[src/sv/vtsm_pkg.sv]
// Shared types, constants and helper functions of the voxel to sprite-sheet mapper.
`timescale 1ns / 1ps

package vtsm_pkg;

	localparam int PALETTE_ENTRIES_DEF = 256;
	localparam int COORD_BITS          = 8;
	localparam int COLOR_BITS          = 32;
	localparam int DIM_BITS            = 9;
	localparam int SHEET_BITS          = 16;
	localparam int INDEX_BITS          = 32;
	localparam logic [7:0] COLOR_MOD   = 8'hFF;

	typedef struct packed {
		logic [1:0]            req_type;
		logic [COORD_BITS-1:0] vox_x;
		logic [COORD_BITS-1:0] vox_y;
		logic [COORD_BITS-1:0] vox_z;
		logic [7:0]            color_index;
		logic [7:0]            palette_addr;
		logic [COLOR_BITS-1:0] palette_word;
		logic [DIM_BITS-1:0]   model_x_dim;
		logic [DIM_BITS-1:0]   model_y_dim;
	} in_t;

	typedef struct packed {
		logic [SHEET_BITS-1:0] pixel_x;
		logic [SHEET_BITS-1:0] pixel_y;
		logic [INDEX_BITS-1:0] pixel_index;
		logic [COLOR_BITS-1:0] pixel_color;
	} out_t;

	typedef struct packed {
		logic                  layout_mode;
		logic [DIM_BITS-1:0]   cells_per_row;
		logic [DIM_BITS-1:0]   cell_width;
		logic [DIM_BITS-1:0]   cell_height;
		logic [SHEET_BITS-1:0] sheet_width;
	} cfg_t;

	typedef struct packed {
		logic                  done;
		logic [COORD_BITS-1:0] quotient;
		logic [DIM_BITS-1:0]   remainder;
	} div_res_t;

	// Palette entry for a colour index: (index + 254) mod 255.
	function automatic logic [7:0] color_entry(input logic [7:0] ci);
		logic [7:0] e;
		if (ci == 8'd0 || ci == COLOR_MOD) begin
			e = COLOR_MOD - 8'd1;
		end else begin
			e = ci - 8'd1;
		end
		return e;
	endfunction

	function automatic logic [SHEET_BITS-1:0] sat16(input logic [19:0] v);
		logic [SHEET_BITS-1:0] r;
		if (v[19:16] != 4'd0) begin
			r = '1;
		end else begin
			r = v[15:0];
		end
		return r;
	endfunction

endpackage

[src/sv/vtsm_div.sv]
// Restoring divider for the slice number, four quotient bits per cycle.
`timescale 1ns / 1ps

module vtsm_div (
	input  logic                            clk,
	input  logic                            arst_n,
	input  logic                            start,
	input  logic [vtsm_pkg::COORD_BITS-1:0] dividend,
	input  logic [vtsm_pkg::DIM_BITS-1:0]   divisor,
	output vtsm_pkg::div_res_t              res
);
	import vtsm_pkg::*;

	localparam int STEPS  = 4;
	localparam int CYCLES = COORD_BITS / STEPS;
	localparam int CNT_W  = $clog2(CYCLES + 1);

	logic [CNT_W-1:0]      cnt_q;
	logic [DIM_BITS-1:0]   rem_q;
	logic [COORD_BITS-1:0] quo_q;
	logic [COORD_BITS-1:0] dvd_q;
	logic [DIM_BITS-1:0]   dvs_q;

	logic [DIM_BITS-1:0]   rem_n;
	logic [COORD_BITS-1:0] quo_n;
	logic [COORD_BITS-1:0] dvd_n;

	always_comb begin
		logic [DIM_BITS:0] t;
		rem_n = rem_q;
		quo_n = quo_q;
		dvd_n = dvd_q;
		for (int i = 0; i < STEPS; i++) begin
			t = {rem_n, dvd_n[COORD_BITS-1]};
			dvd_n = {dvd_n[COORD_BITS-2:0], 1'b0};
			if (t >= {1'b0, dvs_q}) begin
				t = t - {1'b0, dvs_q};
				quo_n = {quo_n[COORD_BITS-2:0], 1'b1};
			end else begin
				quo_n = {quo_n[COORD_BITS-2:0], 1'b0};
			end
			rem_n = t[DIM_BITS-1:0];
		end
	end

	always_ff @(posedge clk or negedge arst_n) begin
		if (!arst_n) begin
			cnt_q <= CNT_W'(CYCLES);
			rem_q <= '0;
			quo_q <= '0;
			dvd_q <= '0;
			dvs_q <= DIM_BITS'(1);
		end else if (start) begin
			cnt_q <= '0;
			rem_q <= '0;
			quo_q <= '0;
			dvd_q <= dividend;
			// A zero cell count behaves as one cell per row.
			dvs_q <= (divisor == '0) ? DIM_BITS'(1) : divisor;
		end else if (cnt_q != CNT_W'(CYCLES)) begin
			cnt_q <= cnt_q + CNT_W'(1);
			rem_q <= rem_n;
			quo_q <= quo_n;
			dvd_q <= dvd_n;
		end
	end

	assign res.done      = (cnt_q == CNT_W'(CYCLES));
	assign res.quotient  = quo_q;
	assign res.remainder = rem_q;

endmodule

[config.mk]
export PLATFORM = sky130hd
export DESIGN_NAME = vtsm_div
export DESIGN_NICKNAME = d
export VERILOG_FILES = /design/src/sv/vtsm_pkg.sv /design/src/sv/vtsm_div.sv
export SDC_FILE = /design/constraint.sdc
export NUM_CORES = 1
export LEC_CHECK = 0
export BUFFER_PORTS_ARGS = -buffer_cell sky130_fd_sc_hd__buf_2
export CAP_MARGIN = 15
export CORE_MARGIN = 2
export CORE_UTILIZATION = 40
export CTS_CLUSTER_DIAMETER = 60
export CTS_CLUSTER_SIZE = 20
export DETAILED_ROUTE_END_ITERATION = 10
export HOLD_SLACK_MARGIN = 0.03
export SYNTH_ARGS = -nofsm -noshare
export SYNTH_HDL_FRONTEND = slang
export SYNTH_SLANG_ARGS = --single-unit
[constraint.sdc]
create_clock -name clk -period 8.36 [get_ports clk]
set_input_delay 1.672 -clock clk [delete_from_list [all_inputs] [get_ports clk]]
set_output_delay 1.672 -clock clk [all_outputs]
set_load 0.1 [all_outputs]
==> out/results.tsv <==
metric	value	unit
grt_overflow_total	0	
via_count	3067	
wl_per_cell	17.8	um
synth_fp_nets	443	
drc	0	
cp_slowest_cell	or4_4	
worst_pin_slew	885	ps
finalHoldViolations	0	
routed_wl	10100	um
grt_pass1_wl	15800	um
path_class	flop to flop	
grt_max_degree	56	
cpPeakStageDelay	490	ps
clock_latency	300	ps
firstDrtPassIters	4	
critical_path.startpoint_type	flop	
viasPerCell	5.41	
area_growth	29.9	%
fin_worst_skew	7.17	ps
dr.first_iter.drc_count	213	
place_congestion	0.887	
final_util	53.4	%
start_util	41.1	%
drv_slew	0	
cts_buffers	5	
place_area	3920	um2
hpwlAfterDp	7560	um
critPathArrivalTime	8250	ps
cts_tree	built	
clock_sinks	36	
synthDistinctLibCells	55	
cp_max_fo	8	
layoutNonFillerInstCount	567	
final_layout_size_suffix_gt1_share	35.9	%
core.rowCount	33	
grt_pass1_vias	3044	
cp-end-kind	flop	
place_inst	546	
htreeDepth	2	
num_io_pins	38	
setup_viol	0	
relSlewSlack	41.0	%
avgSynthCellArea	8.85	um2
clk_path_buf_depth	2	
clk_root_buffer_cell	clkbuf_8	
post-route-min-period	8080	ps
netlist_instances	382	
yosysWarnings	0	
grtUsageTotal	22.6	%
final.setup.tns	0	ps
ys_ff_latch	36	
synth_edf_count	0	
nFillCells	749	
finalCritPeriodShare	96.7	%
die_w	95.9	um
core	8220	um2
required	8530	ps
fmax	124	MHz
design_area	4390	um2
ys_async_sr_fraction	100	%
syn_area	3380	um2
fp.dieArea	9200	um2
ys.flop_type	dfrtp_1	
yosysSeqAreaShare	26.7	%
fp.dieH	95.9	um
insertedDiodeCount	0	
clkSlewWorstSetupHoldPaths	80	ps
hold_path_class	flop to flop	
antenna_found_initial	0	
status	finished, final reports clean	
io_buffers	37	
ant_nets	0	
max_cap_viol_count	0	
layout.nets	522	
critical path, delay by kind of cell, from the launching register on:
kind,cells,cell delay [ps]
AOI/OAI and AO/OA,18,4000
adders and majority gates,5,1350
and+or+nand+nor,6,990
muxes,2,670
buffers and inverters,5,540
DFF,1,350
timing repair:
| item | 4_1_cts | 5_1_grt |
|---|---|---|
| cloned | 0 | 1 |
| hold buffers | 0 | 0 |
| pin swaps | 4 | 12 |
| buffers inserted | 3 | 9 |
| setup endpoints to repair | 9 | 10 |
| resized for setup | 6 | 48 |
through the flow:
step,hold WS [ps],setup WS (ps)
6_report,520,276
2_1_floorplan,494,19.1
3_3_place_gp,498,-50.1
3_5_place_dp,510,-234
4_1_cts,527,3.64
5_1_grt,557,-86.0
routing by layer:
layer	vias to the layer above	global-route usage, %	share of wire [%]
li1	1533	-	-
met1	1463	33.3	48
met2	62	35.7	47
met3	9	3.60	4.1
met4	0	3.33	0.89
met5	-	0	0
cells in the mapped netlist, types with 4 or more instances:
cell type	instances	area share (%)
a211oi_1	9	2.0
xnor2_1	17	4.4
o21ai_0	25	3.7
mux2_2	18	6.0
dfrtp_1	34	25
nor2_1	39	4.3
nor3_1	9	1.3
clkbuf_1	7	0.78
nor2b_1	5	0.93
a21o_1	8	1.8
a21oi_1	23	3.4
nand2_1	30	3.3
xor2_1	7	1.8
ha_1	37	14
mux2i_1	16	4.7
fa_1	4	2.4
inv_1	26	2.9
o21a_1	6	1.3
nand4_1	6	1.1
state kept, by name (all words and copies together), names as in the netlist:
signal	flops
dvs_q	9
rem_q	9
dvd_q	8
quo_q	8
cnt_q	2
cells in the final DEF, fill, tap and decap left out, drive strengths merged, types with 2 or more instances in the layout:
cell type and instances:
a21oi 24, nand4 6, or3 2, and3 2, xnor2 17, nor2b 5, o21bai 3, fa 4
nand2 30, o41ai 2, o21ai 25, clkbuf 6, ha 37, o21a 6, a31oi 2, inv 26
a221o 2, a21boi 2, a211oi 11, mux2i 16, nor3b 2, a21o 9, nor2 40, mux2 19
nand2b 3, buf 84, nor3 9, nor4 3, dfrtp 34, nand3 4, a221oi 2, dfstp 2
a2111oi 3, xor2 7
final timing paths:
| check | startpoint | endpoint | slack, ps | cells past startpoint |
|---|---|---|---|---|
| max | dvd_q[7] | rem_q[8] | 280 | 36 |
| min | quo_q[5] | quo_q[5] | 520 | 2 |
| max reg2reg | dvd_q[7] | rem_q[8] | 280 | 36 |
| min reg2reg | quo_q[5] | quo_q[5] | 520 | 2 |
| max in group asynchronous | arst_n | rem_q[4] | 6320 | 1 |
| min in group asynchronous | arst_n | dvd_q[1] | 1450 | 1 |
layout make-up:
| class | count | area (um2) | area share, % |
|---|---|---|---|
| clock inverter | 3 | 42.5 | 0.969 |
| inverter | 26 | 97.6 | 2.22 |
| timing repair buffer | 85 | 583 | 13.3 |
| tap | 105 | 131 | 2.99 |
| clock buffer | 5 | 68.8 | 1.57 |
| multi-input combinational | 307 | 2550 | 58.1 |
| sequential | 36 | 917 | 20.9 |
kinds of logic after synthesis:
kind of cell | after synthesis | synth area share (%)
AND/OR/NAND/NOR | 108 | 15.0
AO/OA/AOI/OAI | 99 | 20.1
adder cells (fa/ha/maj) | 41 | 16.1
buffers and inverters | 39 | 4.70
flip-flops | 36 | 26.7
multiplexers | 35 | 11.2
XOR/XNOR | 24 | 6.22
Power is left out: the tool's default activity adds up to more than one toggle a clock period on the data nets, which glitch-free logic cannot reach.
