**src/sv/vtsm_pkg.sv**
```systemverilog
// Shared types, constants and helper functions of the voxel to sprite-sheet mapper.
`timescale 1ns / 1ps

package vtsm_pkg;

	localparam int PALETTE_ENTRIES_DEF = 256;
	localparam int COORD_BITS          = 8;
	localparam int COLOR_BITS          = 32;
	localparam int DIM_BITS            = 9;
	localparam int SHEET_BITS          = 16;
	localparam int INDEX_BITS          = 32;
	localparam logic [7:0] COLOR_MOD   = 8'hFF;

	typedef struct packed {
		logic [1:0]            req_type;
		logic [COORD_BITS-1:0] vox_x;
		logic [COORD_BITS-1:0] vox_y;
		logic [COORD_BITS-1:0] vox_z;
		logic [7:0]            color_index;
		logic [7:0]            palette_addr;
		logic [COLOR_BITS-1:0] palette_word;
		logic [DIM_BITS-1:0]   model_x_dim;
		logic [DIM_BITS-1:0]   model_y_dim;
	} in_t;

	typedef struct packed {
		logic [SHEET_BITS-1:0] pixel_x;
		logic [SHEET_BITS-1:0] pixel_y;
		logic [INDEX_BITS-1:0] pixel_index;
		logic [COLOR_BITS-1:0] pixel_color;
	} out_t;

	typedef struct packed {
		logic                  layout_mode;
		logic [DIM_BITS-1:0]   cells_per_row;
		logic [DIM_BITS-1:0]   cell_width;
		logic [DIM_BITS-1:0]   cell_height;
		logic [SHEET_BITS-1:0] sheet_width;
	} cfg_t;

	typedef struct packed {
		logic                  done;
		logic [COORD_BITS-1:0] quotient;
		logic [DIM_BITS-1:0]   remainder;
	} div_res_t;

	// Palette entry for a colour index: (index + 254) mod 255.
	function automatic logic [7:0] color_entry(input logic [7:0] ci);
		logic [7:0] e;
		if (ci == 8'd0 || ci == COLOR_MOD) begin
			e = COLOR_MOD - 8'd1;
		end else begin
			e = ci - 8'd1;
		end
		return e;
	endfunction

	function automatic logic [SHEET_BITS-1:0] sat16(input logic [19:0] v);
		logic [SHEET_BITS-1:0] r;
		if (v[19:16] != 4'd0) begin
			r = '1;
		end else begin
			r = v[15:0];
		end
		return r;
	endfunction

endpackage

```
**src/sv/vtsm_cfg.sv**
```systemverilog
// Configuration registers behind the APB-style port.
`timescale 1ns / 1ps

module vtsm_cfg (
	input  logic        clk,
	input  logic        arst_n,
	input  logic        psel,
	input  logic        penable,
	input  logic        pwrite,
	input  logic [4:0]  paddr,
	input  logic [31:0] pwdata,
	output logic [31:0] prdata,
	output logic        pready,
	output vtsm_pkg::cfg_t cfg
);
	import vtsm_pkg::*;

	localparam logic [2:0] REG_LAYOUT_MODE   = 3'd0;
	localparam logic [2:0] REG_CELLS_PER_ROW = 3'd1;
	localparam logic [2:0] REG_CELL_WIDTH    = 3'd2;
	localparam logic [2:0] REG_CELL_HEIGHT   = 3'd3;
	localparam logic [2:0] REG_SHEET_WIDTH   = 3'd4;

	cfg_t       cfg_q;
	logic [2:0] reg_idx;
	logic       wr_en;

	assign pready  = 1'b1;
	assign reg_idx = paddr[4:2];
	assign wr_en   = psel && penable && pwrite && pready;

	always_ff @(posedge clk or negedge arst_n) begin
		if (!arst_n) begin
			cfg_q.layout_mode   <= 1'b0;
			cfg_q.cells_per_row <= DIM_BITS'(1);
			cfg_q.cell_width    <= DIM_BITS'(1);
			cfg_q.cell_height   <= DIM_BITS'(1);
			cfg_q.sheet_width   <= SHEET_BITS'(1);
		end else if (wr_en) begin
			case (reg_idx)
				REG_LAYOUT_MODE:   cfg_q.layout_mode   <= pwdata[0];
				REG_CELLS_PER_ROW: cfg_q.cells_per_row <= pwdata[DIM_BITS-1:0];
				REG_CELL_WIDTH:    cfg_q.cell_width    <= pwdata[DIM_BITS-1:0];
				REG_CELL_HEIGHT:   cfg_q.cell_height   <= pwdata[DIM_BITS-1:0];
				REG_SHEET_WIDTH:   cfg_q.sheet_width   <= pwdata[SHEET_BITS-1:0];
				default: ;
			endcase
		end
	end

	always_comb begin
		case (reg_idx)
			REG_LAYOUT_MODE:   prdata = 32'(cfg_q.layout_mode);
			REG_CELLS_PER_ROW: prdata = 32'(cfg_q.cells_per_row);
			REG_CELL_WIDTH:    prdata = 32'(cfg_q.cell_width);
			REG_CELL_HEIGHT:   prdata = 32'(cfg_q.cell_height);
			REG_SHEET_WIDTH:   prdata = 32'(cfg_q.sheet_width);
			default:           prdata = '0;
		endcase
	end

	assign cfg = cfg_q;

endmodule

```
**config.mk**
```make
export PLATFORM = sky130hd
export DESIGN_NAME = vtsm_cfg
export DESIGN_NICKNAME = d
export VERILOG_FILES = /design/src/sv/vtsm_pkg.sv /design/src/sv/vtsm_cfg.sv
export SDC_FILE = /design/constraint.sdc
export NUM_CORES = 1
export LEC_CHECK = 0
export BUFFER_PORTS_ARGS = -buffer_cell sky130_fd_sc_hd__clkbuf_2
export CORE_UTILIZATION = 45
export DETAILED_ROUTE_END_ITERATION = 8
export PLACE_DENSITY = 0.88
export SKIP_CTS_REPAIR_TIMING = 1
export SYNTH_ARGS = -nofsm -noshare
export SYNTH_HDL_FRONTEND = slang
export SYNTH_SLANG_ARGS = --single-unit
```
**constraint.sdc**
```tcl
create_clock -name clk -period 1.2 [get_ports clk]
set_input_delay 0.06 -clock clk [delete_from_list [all_inputs] [get_ports clk]]
set_output_delay 0.06 -clock clk [all_outputs]
set_load 0.005 [all_outputs]
```
==> flow_summary_export.csv, run 1 <==
group,metric,value,unit
clock_tree,cts_root_buf,"clkbuf_8",
timing,slew_viol_final,0,
critical_path,critPathTopFamily,"flip-flops",
run,cap_violations,0,
power,p_total,0.00427,W
floorplanning,core,0.00479,mm^2
drt,via_count,1704,
synth,ys_types,26,
clock_tree,clk_pin_slew,80,ps
critical_path,worstPathArrival,1340,ps
synth,ys_seq_area_share,49.1,%
power,powerDensity,1390,mW/mm^2
drt,antenna_left,0,
timing,hold_viol,2,
clock_tree,numCtsBuffers,5,
synth,syn-cell-area,0.00225,mm^2
critical_path,worst_setup_path_start_kind,"register",
synth,synthArstFlopShare,100,%
place,io_buffers,83,
synth,ys_seq_elements,44,
floorplanning,start_util,47.1,%
synth,ys_top_cells_by_area,"dfrtp_1 (44%), mux2_2 (17%), mux2_4 (6.7%), buf_4 (5.7%), dfstp_2 (4.7%)",
outcome,outcome,"finished, violations left",
power,power_frac_seq,47.3,%
clock_tree,cts_buffer_depth,2,
global_route,antenna_found_initial,0,
cells_and_area,syn2layout_area_growth,36.2,%
clock_tree,cts_tree,"yes",
synth,synth_top_area_cell,"dfrtp_1",
drt,drt_iter0_drc,41,
drt,routedWlPerCell,15.2,um
synth,avgSynthCellArea,13.7,um^2
global_route,grt_pass1_wl,7560,um
clock_tree,clkSinkCount,44,
synth,yosysMostFrequentCell,"dfrtp_1",
global_route,overflow,0,
timing,timing.hold.ws,-8.13,ps
worst_hold_path,min_path_type,"input pin to register",
floorplanning,ios,119,
outcome,violations,"hold timing, setup timing",
critical_path,crit_path_top_delay_cell,"dfstp_2",
global_route,grt_pass1_vias,1514,
cells_and_area,multi_input_area,0.00105,mm^2
drt,drtPass1Iterations,4,
cells_and_area,largest_register_ff_count,44,
cells_and_area,antenna_cells,0,
power,worst_ir_drop_vdd,0.941,mV
drt,remaining_drc_errors,0,
floorplanning,die_h,72.8,um
synth,yosys_most_used_dff,"dfrtp_1",
cells_and_area,fin_nets,318,
synth,syn_inst,165,
power,p_sw_share,27.7,%
power,pwr-share-clk,26.2,%
power,switchingPower,0.00118,W
cells_and_area,fillers,373,
global_route,grt_max_degree,33,
synth,synth_edf_count,0,
drt,wl,5240,um
cells_and_area,ff_latch_area,0.00111,mm^2
global_route,track_usage,19.1,%
timing,rsz0062_at_grt,"true",
floorplanning,die_width,72.8,um
timing,final.min_clock_period,1400,ps
place,gp_congestion,0.728,
power,power_leakage,1.58,nW
critical_path,crit_type,"register to primary output",
critical_path,cp_cell_sequence,"nand3b_1, a21oi_2, a2bb2oi_2, buf_2",
place,pre_cts_ws,-50.9,ps
synth,yosysWarnings,0,
floorplanning,rows,25,
critical_path,crit_buf_inv,1,
timing,period_share,116,%
clock_tree,htree_num_levels,2,
drt,via_per_inst,4.95,
place,dp_hpwl,3650,um
synth,netlist.area_leader.share,44.4,%
critical_path,cpPeakStageDelay,550,ps
critical_path,end_kind,"primary output",
timing,skew,0,ps
power,p_int,0.00309,W
cells_and_area,drive_gt1_share,63.2,%
timing,setup_viol,1,
floorplanning,dieArea,0.00530,mm^2
synth,synth_common_cells,"dfrtp_1 (40), mux2_2 (34), buf_4 (17)",
clock_tree,clk-insertion-delay-late,290,ps
critical_path,path_max_fanout,3,
timing,fmax,0.717,GHz
power,comb_power_share,26.5,%
timing,worst_slack,-195,ps
critical_path,critPathRequiredTime,1140,ps
cells_and_area,final_util,64.2,%
stage by stage:
step / cells / TNS [ps] / instance area [um^2]
6_report: 344 / -195 / 3070
5_1_grt: 344 / -334 / 3070
4_1_cts: 328 / -614 / 2900
3_5_place_dp: 320 / -253 / 2790
3_3_place_gp: 320 / -47.4 / 2790
2_1_floorplan: 180 / 0 / 2310
kinds of logic after synthesis:
group                  Yosys count  share of synthesized area [%]
AO/OA/AOI/OAI                   19                           5.72
buffers and inverters           25                           8.10
flip-flops                      44                           49.1
multiplexers                    53                           27.6
other                            2                          0.333
AND/OR/NAND/NOR                 22                           9.16
final cells by class:
cell class | count | share of cell area, %
clock buffer | 6 | 2.36
clock inverter | 2 | 1.14
multi-input combinational | 111 | 34.1
sequential | 44 | 36.0
tap | 67 | 2.73
timing repair buffer | 114 | 23.6
power groups by stage:
stage	combinational, W	clock [W]	sequential, W
after global placement	0.000987	0	0.00203
after detailed placement	0.00102	0	0.00205
after global routing	0.00124	0.00119	0.00206
after floorplan	0.000517	0	0.00204
after CTS	0.00102	0.00114	0.00202
final	0.00113	0.00112	0.00202
cells in the final DEF (no fill, tap or decap), drive strengths merged, types with 2 or more instances in the layout:
| master | synthesis | routed |
|---|---|---|
| clkbuf | 3 | 87 |
| mux2 | 44 | 44 |
| dfrtp | 40 | 40 |
| buf | 22 | 27 |
| conb | 2 | 17 |
| mux2i | 9 | 9 |
| o22ai | 8 | 8 |
| a22oi | 8 | 8 |
| and2 | 7 | 7 |
| dlygate4sd3 | 0 | 6 |
| nor2 | 5 | 5 |
| dfstp | 4 | 4 |
| nand2b | 3 | 3 |
| nor2b | 2 | 2 |
| a21oi | 2 | 2 |
| nor3 | 2 | 2 |
layer usage:
layer / GRT usage (%) / vias to the layer above / share of wire, %
li1: - / 775 / -
met1: 24.3 / 841 / 40
met2: 32.4 / 82 / 51
met3: 5.11 / 6 / 7.3
met4: 5.23 / 0 / 0.97
met5: 0 / - / 0
final timing paths:
path / startpoint / endpoint / slack (ps) / depth (start not counted)
hold reg to reg: cfg[15]$_DFFE_PN0P_ / cfg[15]$_DFFE_PN0P_ / 530 / 1
setup reg to reg: cfg[5]$_DFFE_PN0P_ / cfg[5]$_DFFE_PN0P_ / 270 / 2
min in group asynchronous: arst_n / cfg[1]$_DFFE_PN0P_ / 210 / 2
hold / removal: pwdata[12] / cfg[12]$_DFFE_PN0P_ / -8 / 2
setup / recovery: cfg[0]$_DFFE_PN1P_ / prdata[0] / -200 / 4
max in group asynchronous: arst_n / cfg[31]$_DFFE_PN0P_ / 500 / 3
No activity file was read; power rests on OpenSTA's default activity.
==> run 2, diff against run 1 <==
--- a/config.mk
+++ b/config.mk
@@ -6,9 +6,9 @@
 export NUM_CORES = 1
 export LEC_CHECK = 0
 export BUFFER_PORTS_ARGS = -buffer_cell sky130_fd_sc_hd__clkbuf_2
-export CORE_UTILIZATION = 45
+export CORE_UTILIZATION = 48
 export DETAILED_ROUTE_END_ITERATION = 8
-export PLACE_DENSITY = 0.88
+export PLACE_DENSITY = 0.93
 export SKIP_CTS_REPAIR_TIMING = 1
 export SYNTH_ARGS = -nofsm -noshare
 export SYNTH_HDL_FRONTEND = slang
==> constraint.sdc (replaced) <==
create_clock -name clk -period 1.65 [get_ports clk]
set_input_delay 0.165 -clock clk [delete_from_list [all_inputs] [get_ports clk]]
set_output_delay 0.165 -clock clk [all_outputs]
set_load 0.005 [all_outputs]
==> flow_summary_export.csv, run 2 (synthesized netlist as in run 1, its figures left out) <==
group,metric,value,unit
outcome,outcome,"finished, violations left",
outcome,violations,"DRC",
cells_and_area,final_area,0.00282,mm^2
cells_and_area,fillers,346,
critical_path,cp_cell_sequence,"nand3b_1, a21oi_1, a2bb2oi_2, clkbuf_2",
floorplanning,die_width,70.5,um
power,pwr-share-clk,24.2,%
critical_path,crit_type,"register to primary output",
floorplanning,core,0.00444,mm^2
drt,wl,4760,um
critical_path,critPathRequiredTime,1480,ps
drt,drtPass1Iterations,7,
cells_and_area,drive_gt1_share,61.2,%
drt,via_per_inst,5.22,
run,cap_violations,0,
critical_path,cpPeakStageDelay,550,ps
power,p_int,0.00211,W
cells_and_area,antenna_cells,0,
timing,skew,0,ps
cells_and_area,mostFrequentLayoutCells,"clkbuf_2 (83), dfrtp_1 (40), mux2_2 (34)",
drt,via_count,1619,
drt,remaining_drc_errors,22,
place,pre_cts_ws,181,ps
critical_path,crit_path_top_delay_cell,"dfstp_2",
clock_tree,cts_tree,"yes",
global_route,grt_max_degree,25,
power,comb_power_share,25.1,%
critical_path,worstPathArrival,1410,ps
cells_and_area,syn2layout_area_growth,25.2,%
global_route,overflow,0,
power,p_sw_share,27.4,%
power,powerDensity,1030,mW/mm^2
cells_and_area,layout_commonest_cell,"clkbuf_2",
place,gp_congestion,0.844,
global_route,grt_pass1_wl,7600,um
floorplanning,die_h,70.5,um
timing,fmax,0.637,GHz
global_route,antenna_found_initial,0,
cells_and_area,fin_nets,300,
worst_hold_path,min_path_type,"input pin to register",
timing,hold_viol,0,
timing,setup_viol,0,
clock_tree,cts_root_buf,"clkbuf_8",
timing,slew_viol_final,0,
global_route,track_usage,20.2,%
place,io_buffers,83,
drt,routedWlPerCell,15.3,um
floorplanning,rows,24,
floorplanning,ios,119,
floorplanning,dieArea,0.00498,mm^2
place,placed_cell_area,0.00271,mm^2
power,worst_ir_drop_vdd,0.701,mV
drt,drt_iter0_drc,93,
clock_tree,clkSinkCount,44,
clock_tree,htree_num_levels,2,
critical_path,path_max_fanout,3,
global_route,grt_pass1_vias,1538,
critical_path,critPathTopFamily,"flip-flops",
power,p_total,0.00290,W
timing,timing.hold.ws,109,ps
floorplanning,start_util,50.7,%
timing,max_slew_margin,62.9,%
clock_tree,cts_buffer_depth,2,
power,switchingPower,0.000794,W
timing,worst_slack,79.1,ps
critical_path,rrSetupSlack,840,ps
critical_path,crit_buf_inv,1,
place,dp_hpwl,3550,um
timing,tightest_slew,556,ps
clock_tree,clk_pin_slew,80,ps
timing,final.min_clock_period,1570,ps
clock_tree,numCtsBuffers,5,
power,power_leakage,1.47,nW
power,power_frac_seq,50.7,%
clock_tree,clk-insertion-delay-late,290,ps
drt,antenna_left,0,
cells_and_area,largest_register_ff_count,44,
timing,period_share,95.2,%
critical_path,worst_setup_path_start_kind,"register",
critical_path,end_kind,"primary output",
-- run 2: cell types whose count changed in the layout (fill, tap and decap cells not counted), sizes merged --
cell         delta
buf            -15
clkinv          -1
bufinv          -1
clkbuf          +3
dlygate4sd3     -5
-- run 2: power groups by stage --
stage | registers, W | logic, W | clock network, W
after floorplan | 0.00148 | 0.000376 | 0
after global placement | 0.00147 | 0.000711 | 0
after detailed placement | 0.00149 | 0.000730 | 0
after CTS | 0.00147 | 0.000734 | 0.000727
after global routing | 0.00150 | 0.000797 | 0.000775
final | 0.00147 | 0.000729 | 0.000702
-- run 2: per-layer routing --
layer	global-route usage, %	share of wire (%)	up-vias
met2	34.0	48	89
met1	25.5	43	774
met3	5.56	7.3	12
met4	6.44	1.7	0
met5	0	0	-
li1	-	-	744
-- run 2: worst paths after layout --
check	from	to	depth (start not counted)
max	cfg[0]$_DFFE_PN1P_	prdata[0]	4
min	pwdata[12]	cfg[12]$_DFFE_PN0P_	2
max reg2reg	cfg[5]$_DFFE_PN0P_	cfg[5]$_DFFE_PN0P_	1
min reg2reg	cfg[14]$_DFFE_PN0P_	cfg[14]$_DFFE_PN0P_	1
max in group asynchronous	arst_n	cfg[16]$_DFFE_PN1P_	3
min in group asynchronous	arst_n	cfg[15]$_DFFE_PN0P_	2
-- run 2: per-stage QoR --
step | util, % | TNS, ps | cells
global route | 63.5 | -3.11 | 310
detailed placement | 61.0 | 0 | 302
floorplan | - | 0 | 180
finish | 63.5 | 0 | 310
CTS | 63.2 | 0 | 309
global placement | 61.0 | 0 | 302
-- run 2: layout make-up --
class | instances | area, um^2 | share of cell area (%)
multi-input combinational | 111 | 1030 | 36.4
timing repair buffer | 96 | 528 | 18.7
sequential | 44 | 1110 | 39.2
clock buffer | 7 | 96.3 | 3.41
tap | 52 | 65.1 | 2.30
